**src/sv/scalar_kalman_filter_top_macros.svh**
```systemverilog
// Assertion macros for the scalar Kalman filter.
// Used by scalar_kalman_filter_top; no other dependencies.
`ifndef SCALAR_KALMAN_FILTER_TOP_MACROS_SVH
`define SCALAR_KALMAN_FILTER_TOP_MACROS_SVH

// same-cycle implication
`define SKF_ASSERT_IMP(name, clk, rst_n, ante, cons, msg) \
  name: assert property (@(posedge clk) disable iff (!rst_n) (ante) |-> (cons)) \
    else $error(msg);

// next-cycle implication
`define SKF_ASSERT_NXT(name, clk, rst_n, ante, cons, msg) \
  name: assert property (@(posedge clk) disable iff (!rst_n) (ante) |=> (cons)) \
    else $error(msg);

`endif

```
**src/sv/skf_pkg.sv**
```systemverilog
// Shared constants and types for the scalar Kalman filter.
// No dependencies.
`timescale 1ns / 1ps

package skf_pkg;

  localparam int FRAC_BITS = 16;
  localparam int VAL_W     = 32;
  localparam int DT_W      = 20;
  localparam int EXT_W     = VAL_W + 1;
  localparam int MB_W      = (DT_W > FRAC_BITS + 1) ? DT_W : FRAC_BITS + 1;
  localparam int PROD_W    = EXT_W + MB_W;
  localparam int REM_W     = EXT_W + 1;
  localparam int QUO_W     = FRAC_BITS + 1;
  localparam int CNT_W     = $clog2(QUO_W);
  localparam int CFG_IDX_W = 1;

  localparam logic [VAL_W-1:0] NOISE_RESET = VAL_W'(1) << FRAC_BITS;

  typedef enum logic [CFG_IDX_W-1:0] {
    CFG_PROCESS_NOISE,
    CFG_MEAS_NOISE
  } skf_cfg_idx_e;

  typedef enum logic [3:0] {
    S_IDLE,
    S_GROW,
    S_SUM,
    S_DIV,
    S_DIFF,
    S_MEST,
    S_EST,
    S_MVAR,
    S_VAR,
    S_DONE
  } skf_state_e;

endpackage

```
**src/sv/skf_in_if.sv**
```systemverilog
// Input channel of the scalar Kalman filter: valid/ready plus one measurement beat.
// Depends on skf_pkg.
`timescale 1ns / 1ps

interface skf_in_if;
  logic                              valid;
  logic                              ready;
  logic signed [skf_pkg::VAL_W-1:0]  measurement;
  logic        [skf_pkg::DT_W-1:0]   elapsed_time;
  logic                              restart;

  modport source (output valid, measurement, elapsed_time, restart, input ready);
  modport sink   (input valid, measurement, elapsed_time, restart, output ready);
endinterface

```
**src/sv/skf_out_if.sv**
```systemverilog
// Result channel of the scalar Kalman filter: valid/ready plus one result beat.
// Depends on skf_pkg.
`timescale 1ns / 1ps

interface skf_out_if;
  logic                              valid;
  logic                              ready;
  logic signed [skf_pkg::VAL_W-1:0]  estimate;
  logic        [skf_pkg::VAL_W-1:0]  error_variance;

  modport source (output valid, estimate, error_variance, input ready);
  modport sink   (input valid, estimate, error_variance, output ready);
endinterface

```
**src/sv/scalar_kalman_filter_top.sv**
```systemverilog
// Scalar Kalman filter, random-walk model, one shared multiplier and a bit-serial divider.
// Update beat: accept, GROW, SUM, gain divide in DIV (one quotient bit per cycle), then
//   DIFF, MEST, EST, MVAR, VAR and DONE; restart and zero-denominator beats skip to DONE.
// Beats are taken only in IDLE, after DONE has put the last result in the output register.
// Reset: async active low; Q = R = 1.0, estimate and variance 0, first-sample seeding armed.
// Depends on skf_pkg, skf_in_if, skf_out_if and scalar_kalman_filter_top_macros.svh.
`timescale 1ns / 1ps

module scalar_kalman_filter_top (
  input  logic                             clk_i,
  input  logic                             rst_ni,
  input  logic                             cfg_we_i,
  input  logic [skf_pkg::CFG_IDX_W-1:0]    cfg_idx_i,
  input  logic [skf_pkg::VAL_W-1:0]        cfg_data_i,
  skf_in_if.sink                           item_i,
  skf_out_if.source                        result_o
);
  import skf_pkg::*;

  skf_state_e          state_q, state_d;
  logic [VAL_W-1:0]    q_q, q_d, r_q, r_d;
  logic [VAL_W-1:0]    est_q, est_d, var_q, var_d;
  logic                first_q, first_d;
  logic                out_vld_q, out_vld_d;
  logic [VAL_W-1:0]    out_est_q, out_est_d, out_var_q, out_var_d;

  logic [VAL_W-1:0]    meas_q, meas_d;
  logic [DT_W-1:0]     dt_q, dt_d;
  logic [VAL_W-1:0]    p_q, p_d;
  logic [EXT_W-1:0]    s_q, s_d;
  logic [REM_W-1:0]    rem_q, rem_d;
  logic [QUO_W-1:0]    quo_q, quo_d;
  logic [CNT_W-1:0]    cnt_q, cnt_d;
  logic [EXT_W-1:0]    mag_q, mag_d;
  logic                neg_q, neg_d;
  logic [PROD_W-1:0]   prod_q, prod_d;

  logic [EXT_W-1:0]    mul_a;
  logic [MB_W-1:0]     mul_b;
  logic [PROD_W-1:0]   mul_p;
  logic [PROD_W-1:0]   prod_sh;
  logic [PROD_W:0]     grow_sum;
  logic [VAL_W-1:0]    p_sat;
  logic [EXT_W-1:0]    s_sum;
  logic                div_ge;
  logic [REM_W-1:0]    rem_sub;
  logic [EXT_W-1:0]    diff;
  logic                in_acc;

  // shared multiplier
  always_comb begin
    case (state_q)
      S_GROW:  mul_a = EXT_W'(q_q);
      S_MEST:  mul_a = mag_q;
      default: mul_a = EXT_W'(p_q);
    endcase
    case (state_q)
      S_GROW:  mul_b = MB_W'(dt_q);
      default: mul_b = MB_W'(quo_q);
    endcase
  end

  assign mul_p    = PROD_W'(mul_a) * PROD_W'(mul_b);
  assign prod_sh  = prod_q >> FRAC_BITS;
  assign grow_sum = {1'b0, prod_sh} + (PROD_W + 1)'(var_q);
  assign p_sat    = (|grow_sum[PROD_W:VAL_W]) ? '1 : grow_sum[VAL_W-1:0];
  assign s_sum    = EXT_W'(p_sat) + EXT_W'(r_q);
  assign div_ge   = rem_q >= REM_W'(s_q);
  assign rem_sub  = div_ge ? rem_q - REM_W'(s_q) : rem_q;
  assign diff     = {meas_q[VAL_W-1], meas_q} - {est_q[VAL_W-1], est_q};
  assign in_acc   = item_i.valid && item_i.ready;

  assign item_i.ready            = (state_q == S_IDLE);
  assign result_o.valid          = out_vld_q;
  assign result_o.estimate       = out_est_q;
  assign result_o.error_variance = out_var_q;

  always_comb begin
    state_d   = state_q;
    q_d       = q_q;
    r_d       = r_q;
    est_d     = est_q;
    var_d     = var_q;
    first_d   = first_q;
    out_vld_d = out_vld_q && !result_o.ready;
    out_est_d = out_est_q;
    out_var_d = out_var_q;
    meas_d    = meas_q;
    dt_d      = dt_q;
    p_d       = p_q;
    s_d       = s_q;
    rem_d     = rem_q;
    quo_d     = quo_q;
    cnt_d     = cnt_q;
    mag_d     = mag_q;
    neg_d     = neg_q;
    prod_d    = prod_q;

    if (cfg_we_i) begin
      case (cfg_idx_i)
        CFG_PROCESS_NOISE: q_d = cfg_data_i;
        CFG_MEAS_NOISE:    r_d = cfg_data_i;
        default:           ;
      endcase
    end

    case (state_q)
      S_IDLE: begin
        if (in_acc) begin
          if (item_i.restart) begin
            est_d   = '0;
            var_d   = '0;
            first_d = 1'b1;
            state_d = S_DONE;
          end else begin
            meas_d  = item_i.measurement;
            dt_d    = item_i.elapsed_time;
            if (first_q) begin
              est_d = item_i.measurement;
            end
            first_d = 1'b0;
            state_d = S_GROW;
          end
        end
      end
      S_GROW: begin
        prod_d  = mul_p;
        state_d = S_SUM;
      end
      S_SUM: begin
        p_d   = p_sat;
        s_d   = s_sum;
        rem_d = REM_W'(p_sat);
        quo_d = '0;
        cnt_d = '0;
        if (s_sum == '0) begin
          // zero denominator: drop to a clean zero state
          est_d   = '0;
          var_d   = '0;
          state_d = S_DONE;
        end else begin
          state_d = S_DIV;
        end
      end
      S_DIV: begin
        quo_d = {quo_q[QUO_W-2:0], div_ge};
        rem_d = {rem_sub[REM_W-2:0], 1'b0};
        cnt_d = cnt_q + CNT_W'(1);
        if (cnt_q == CNT_W'(QUO_W - 1)) begin
          state_d = S_DIFF;
        end
      end
      S_DIFF: begin
        neg_d   = diff[EXT_W-1];
        mag_d   = diff[EXT_W-1] ? (~diff + EXT_W'(1)) : diff;
        state_d = S_MEST;
      end
      S_MEST: begin
        prod_d  = mul_p;
        state_d = S_EST;
      end
      S_EST: begin
        est_d   = neg_q ? est_q - prod_sh[VAL_W-1:0] : est_q + prod_sh[VAL_W-1:0];
        state_d = S_MVAR;
      end
      S_MVAR: begin
        prod_d  = mul_p;
        state_d = S_VAR;
      end
      S_VAR: begin
        var_d   = p_q - prod_sh[VAL_W-1:0];
        state_d = S_DONE;
      end
      S_DONE: begin
        if (!out_vld_q || result_o.ready) begin
          out_vld_d = 1'b1;
          out_est_d = est_q;
          out_var_d = var_q;
          state_d   = S_IDLE;
        end
      end
      default: state_d = S_IDLE;
    endcase
  end

  always_ff @(posedge clk_i or negedge rst_ni) begin
    if (!rst_ni) begin
      state_q   <= S_IDLE;
      q_q       <= NOISE_RESET;
      r_q       <= NOISE_RESET;
      est_q     <= '0;
      var_q     <= '0;
      first_q   <= 1'b1;
      out_vld_q <= 1'b0;
    end else begin
      state_q   <= state_d;
      q_q       <= q_d;
      r_q       <= r_d;
      est_q     <= est_d;
      var_q     <= var_d;
      first_q   <= first_d;
      out_vld_q <= out_vld_d;
    end
  end

  always_ff @(posedge clk_i) begin
    out_est_q <= out_est_d;
    out_var_q <= out_var_d;
    meas_q    <= meas_d;
    dt_q      <= dt_d;
    p_q       <= p_d;
    s_q       <= s_d;
    rem_q     <= rem_d;
    quo_q     <= quo_d;
    cnt_q     <= cnt_d;
    mag_q     <= mag_d;
    neg_q     <= neg_d;
    prod_q    <= prod_d;
  end

`include "scalar_kalman_filter_top_macros.svh"

  `SKF_ASSERT_IMP(a_gain_range, clk_i, rst_ni, state_q == S_DIFF, quo_q <= (QUO_W'(1) << FRAC_BITS), "gain above one")
  `SKF_ASSERT_NXT(a_var_shrinks, clk_i, rst_ni, state_q == S_VAR, var_q <= $past(p_q), "variance grew in update")
  `SKF_ASSERT_NXT(a_restart_clears, clk_i, rst_ni, in_acc && item_i.restart, est_q == '0 && var_q == '0 && first_q, "restart did not clear state")
  `SKF_ASSERT_IMP(a_result_from_done, clk_i, rst_ni, $rose(out_vld_q), $past(state_q) == S_DONE, "result beat outside done state")

endmodule

```
**src/flat_wrapper.sv**
```systemverilog
// flat-port wrapper written by rule: the top's interface ports become plain ports
module scalar_kalman_filter_top_flat import skf_pkg::*;
  (clk_i, rst_ni, cfg_we_i, cfg_idx_i, cfg_data_i, item_i_valid, item_i_measurement, item_i_elapsed_time, item_i_restart, item_i_ready, result_o_valid, result_o_estimate, result_o_error_variance, result_o_ready);
  skf_in_if item_i_i ();
  skf_out_if result_o_i ();
  input  logic clk_i;
  input  logic rst_ni;
  input  logic cfg_we_i;
  input  logic [skf_pkg::CFG_IDX_W-1:0] cfg_idx_i;
  input  logic [skf_pkg::VAL_W-1:0] cfg_data_i;
  input wire logic [$bits(item_i_i.valid)-1:0] item_i_valid;
  input wire logic [$bits(item_i_i.measurement)-1:0] item_i_measurement;
  input wire logic [$bits(item_i_i.elapsed_time)-1:0] item_i_elapsed_time;
  input wire logic [$bits(item_i_i.restart)-1:0] item_i_restart;
  output wire logic [$bits(item_i_i.ready)-1:0] item_i_ready;
  output wire logic [$bits(result_o_i.valid)-1:0] result_o_valid;
  output wire logic [$bits(result_o_i.estimate)-1:0] result_o_estimate;
  output wire logic [$bits(result_o_i.error_variance)-1:0] result_o_error_variance;
  input wire logic [$bits(result_o_i.ready)-1:0] result_o_ready;
  assign item_i_i.valid = item_i_valid;
  assign item_i_i.measurement = item_i_measurement;
  assign item_i_i.elapsed_time = item_i_elapsed_time;
  assign item_i_i.restart = item_i_restart;
  assign item_i_ready = item_i_i.ready;
  assign result_o_valid = result_o_i.valid;
  assign result_o_estimate = result_o_i.estimate;
  assign result_o_error_variance = result_o_i.error_variance;
  assign result_o_i.ready = result_o_ready;
  scalar_kalman_filter_top u_core (.clk_i(clk_i), .rst_ni(rst_ni), .cfg_we_i(cfg_we_i), .cfg_idx_i(cfg_idx_i), .cfg_data_i(cfg_data_i), .item_i(item_i_i), .result_o(result_o_i));
endmodule
```
**config.mk**
```make
export PLATFORM = sky130hd
export DESIGN_NAME = scalar_kalman_filter_top_flat
export DESIGN_NICKNAME = d
export VERILOG_FILES = /design/src/sv/skf_pkg.sv /design/src/sv/skf_in_if.sv /design/src/sv/skf_out_if.sv /design/src/sv/scalar_kalman_filter_top.sv /design/src/flat_wrapper.sv
export VERILOG_INCLUDE_DIRS = /design/src /design/src/sv
export SDC_FILE = /design/constraint.sdc
export NUM_CORES = 2
export LEC_CHECK = 0
export BUFFER_PORTS_ARGS = -buffer_cell sky130_fd_sc_hd__buf_2
export CAP_MARGIN = 0
export CELL_PAD_IN_SITES_DETAIL_PLACEMENT = 2
export CELL_PAD_IN_SITES_GLOBAL_PLACEMENT = 2
export CORE_MARGIN = 2
export CORE_UTILIZATION = 42
export CTS_CLUSTER_DIAMETER = 100
export DETAILED_ROUTE_END_ITERATION = 7
export GPL_TIMING_DRIVEN = 0
export HOLD_SLACK_MARGIN = 0.06
export PLACE_DENSITY_LB_ADDON = 0.1
export SLEW_MARGIN = 20
export SYNTH_ARGS = -nofsm -noshare
export SYNTH_HDL_FRONTEND = slang
export SYNTH_SLANG_ARGS = --single-unit
```
**constraint.sdc**
```tcl
create_clock -name clk_i -period 10.5 [get_ports clk_i]
set_clock_uncertainty 0.1 [all_clocks]
set_input_delay 2.1 -clock clk_i [delete_from_list [all_inputs] [get_ports clk_i]]
set_output_delay 2.1 -clock clk_i [all_outputs]
set_load 0.01 [all_outputs]
```
==> metrics <==
Post-DP HPWL=between 150000 and 200000 µm; Worst setup SP type=register; status=finished clean; post-synthesis sequential area ratio=0.264; number of global-route vias before repair=about 45000; top-count cell post-synth=inv_1; M1 WL=between 80000 and 90000 µm; CTS tree=yes; Cells after Synth=5001; Final nets=~6200; crit path time final=between 10 and 15 ns; post-synth top area share=0.234; average wire per standard cell=30.4 µm; crit path kind=reg2reg; Slowest-stage cell, CP=clkbuf_1; DRT antenna net count=0; Mapped Area=47800 µm²; top post-synthesis cells by count=inv_1, fa_1, nand2_1; GRT Util Overall=0.352; CTS buffer count=55; Yosys warnings=0; proportion of layout cells with a drive suffix above 1=0.0915; Die Width=about 340 µm; clock sinks=442; port bufs=around 160; top_reg_cell synth=edfxtp_1; Final Hold Fails=0; clock edge transition at the registers on the reported setup and hold paths=0.07 ns; global-route wire length before repair=301000 µm; area occupied by multi-input gates=roughly 32000 µm²; Top Ports=roughly 160; Distinct cells, synth=between 80 and 90; Required @ worst endpoint=10.84 ns; arrival time worst endpoint=between 10 and 15 ns; RSZ-0062 raised after global routing=false; setup TNS=0 ns; max incr delay on CP=between 0.6 and 0.7 ns; worst-margin pin slew=around 1.2 ns; final setup vio count=0; die height=341 µm; Residual DRC=0; final wirelength=between 200000 and 250000 µm; worst min path class=reg2reg; Clock Path Buffers=3; post-synthesis async set-or-reset flop share=0.303; metal2 WL=between 90000 and 100000 µm; 1st-iter DRT viols=between 2000 and 3000; Die ar.=between 100000 and 150000 µm²; maximum number of pins on one net before global-route repair=a little over 80; Final Slew Violations=0; H-tree depth=2; total area of sequential cells=12600 µm²; gpl congestion=between 0.9 and 1; grt ovf=0; Filler cells=about 12000; max cap viols=0; Peak Freq=between 90 and 100 MHz; Post-synth EDFFs=between 300 and 400; final period utilization=0.978; Synth Register Bits=~440; crit path max fanout=10; Pre-antenna DRT Iters=7; Vias=between 40000 and 50000; Slew HR=0.176; Highest Signal Layer=met5; # rows=between 100 and 150; worst-skew pair later-pin latency=approximately 0.7 ns; Final Core Density=0.470; initial antenna violation count=9; Root Driver=clkbuf_16; P&R area growth vs syn=10.8%; syn avg cell area=between 9 and 10 µm²; DR vias/cell=between 5 and 6; core area=between 100000 and 150000 µm²; most used cell, CP=fa_1; Post-CTS Hold Buffers=0; met3 wire length=13000 µm; initial core utilization=0.424; Synth area leader=fa_1; Area contributors post-synth=fa_1, edfxtp_1, ha_1, dfrtp_1, inv_1; CP endpoint kind=register
[final timing paths]
path,startpoint,end,slack [ns],depth (start not counted)
max,u_core.state_q[1],u_core.prod_q[49],0.23,29
min,u_core.est_q[9],u_core.result_o.estimate[9],0.40,0
max reg2reg,u_core.state_q[1],u_core.prod_q[49],0.23,29
min reg2reg,u_core.est_q[9],u_core.result_o.estimate[9],0.40,0
max in group asynchronous,rst_ni,u_core.q_q[2],8.06,2
min in group asynchronous,rst_ni,u_core.est_q[11],1.26,1
[layout by cell type (no fill, tap or decap), types with 47 or more instances in the layout]
cell       netlist  routed
edfxtp_1       308     308
a211oi_1        49      47
nand3_1         47      47
clkbuf_16        0      58
inv_1          733     732
nor3_1          60      60
a22oi_1         54      51
ha_1           356     356
o21ai_0         93      92
nor2_1         505     503
fa_1           559     559
and2_1          72      71
buf_2            9     167
xnor2_1        161     161
a31oi_1         60      60
clkbuf_1       168     111
mux2_2          84      84
nand2_1        538     535
a21o_1         105     105
xor2_1          93      93
a21oi_1        207     206
dfrtp_1        131     131
[cell families (layout without fill, tap and decap cells)]
| logic type | count (synthesis) | after routing | synth area share |
|---|---|---|---|
| other cells | 2 | 8 | 0.000157 |
| mux | 143 | 143 | 0.0326 |
| buf+inv | 925 | 1188 | 0.0730 |
| xor+xnor | 254 | 254 | 0.0466 |
| simple gates | 1469 | 1469 | 0.137 |
| compound gates | 851 | 851 | 0.119 |
| flops | 442 | 442 | 0.264 |
| fa+ha+maj | 915 | 915 | 0.328 |
[registers in the layout, indices dropped and copies added (netlist names), 20 cells and up]
signal and cells:
u_core.s_q 33, u_core.prod_q 37, u_core.est_q 32, u_core.p_q 32, u_core.mag_q 33, u_core.r_q 32, u_core.result_o.error_variance 32, u_core.dt_q 20
u_core.rem_q 34, u_core.q_q 32, u_core.var_q 32, u_core.result_o.estimate 32, u_core.meas_q 32
[repair_timing]
action                                  CTS  global route
buffers inserted                          0             1
resized for setup                        45            90
endpoints found under the setup margin   98            80
cloned                                    0             0
[final cells by class]
cell class	instances	share of cell area
Sequential cell	442	0.238
Multi-Input combinational cell	3635	0.603
Clock inverter	35	0.00700
Buffer	179	0.0147
Tap cell	1500	0.0355
Antenna cell	5	0.000236
Timing Repair Buffer	171	0.0201
Clock buffer	69	0.0290
Inverter	734	0.0521
[through the flow]
stage	setup WS (ns)	hold WS [ns]	cells	cell area, µm²
after floorplan	2.06	0.351	5002	47800
after global routing	0.00763	0.391	6765	52900
after global placement	-0.926	0.370	6658	50400
after CTS	-0.0748	0.390	6774	52800
after detailed placement	-1.21	0.376	6672	50800
final	0.229	0.396	6770	52900
[layer usage]
layer  global-route usage  vias to the layer above
met5                    0                        -
met4                0.148                        6
met3               0.0486                      415
met2                0.568                     1479
met1                0.477                    21500
li1                     -                    17100
[worst max-delay path: cells and delay by family, from the launching register on]
| kind | cells | cell delay [ns] |
|---|---|---|
| AO/OA/AOI/OAI | 8 | 2.28 |
| adder cells (fa/ha/maj) | 8 | 4.11 |
| buffers and inverters | 7 | 1.56 |
| flip-flops | 1 | 0.47 |
| AND/OR/NAND/NOR | 6 | 1.49 |
Power is left out: the tool's default activity adds up to more than one toggle a clock period on the data nets, which glitch-free logic cannot reach.
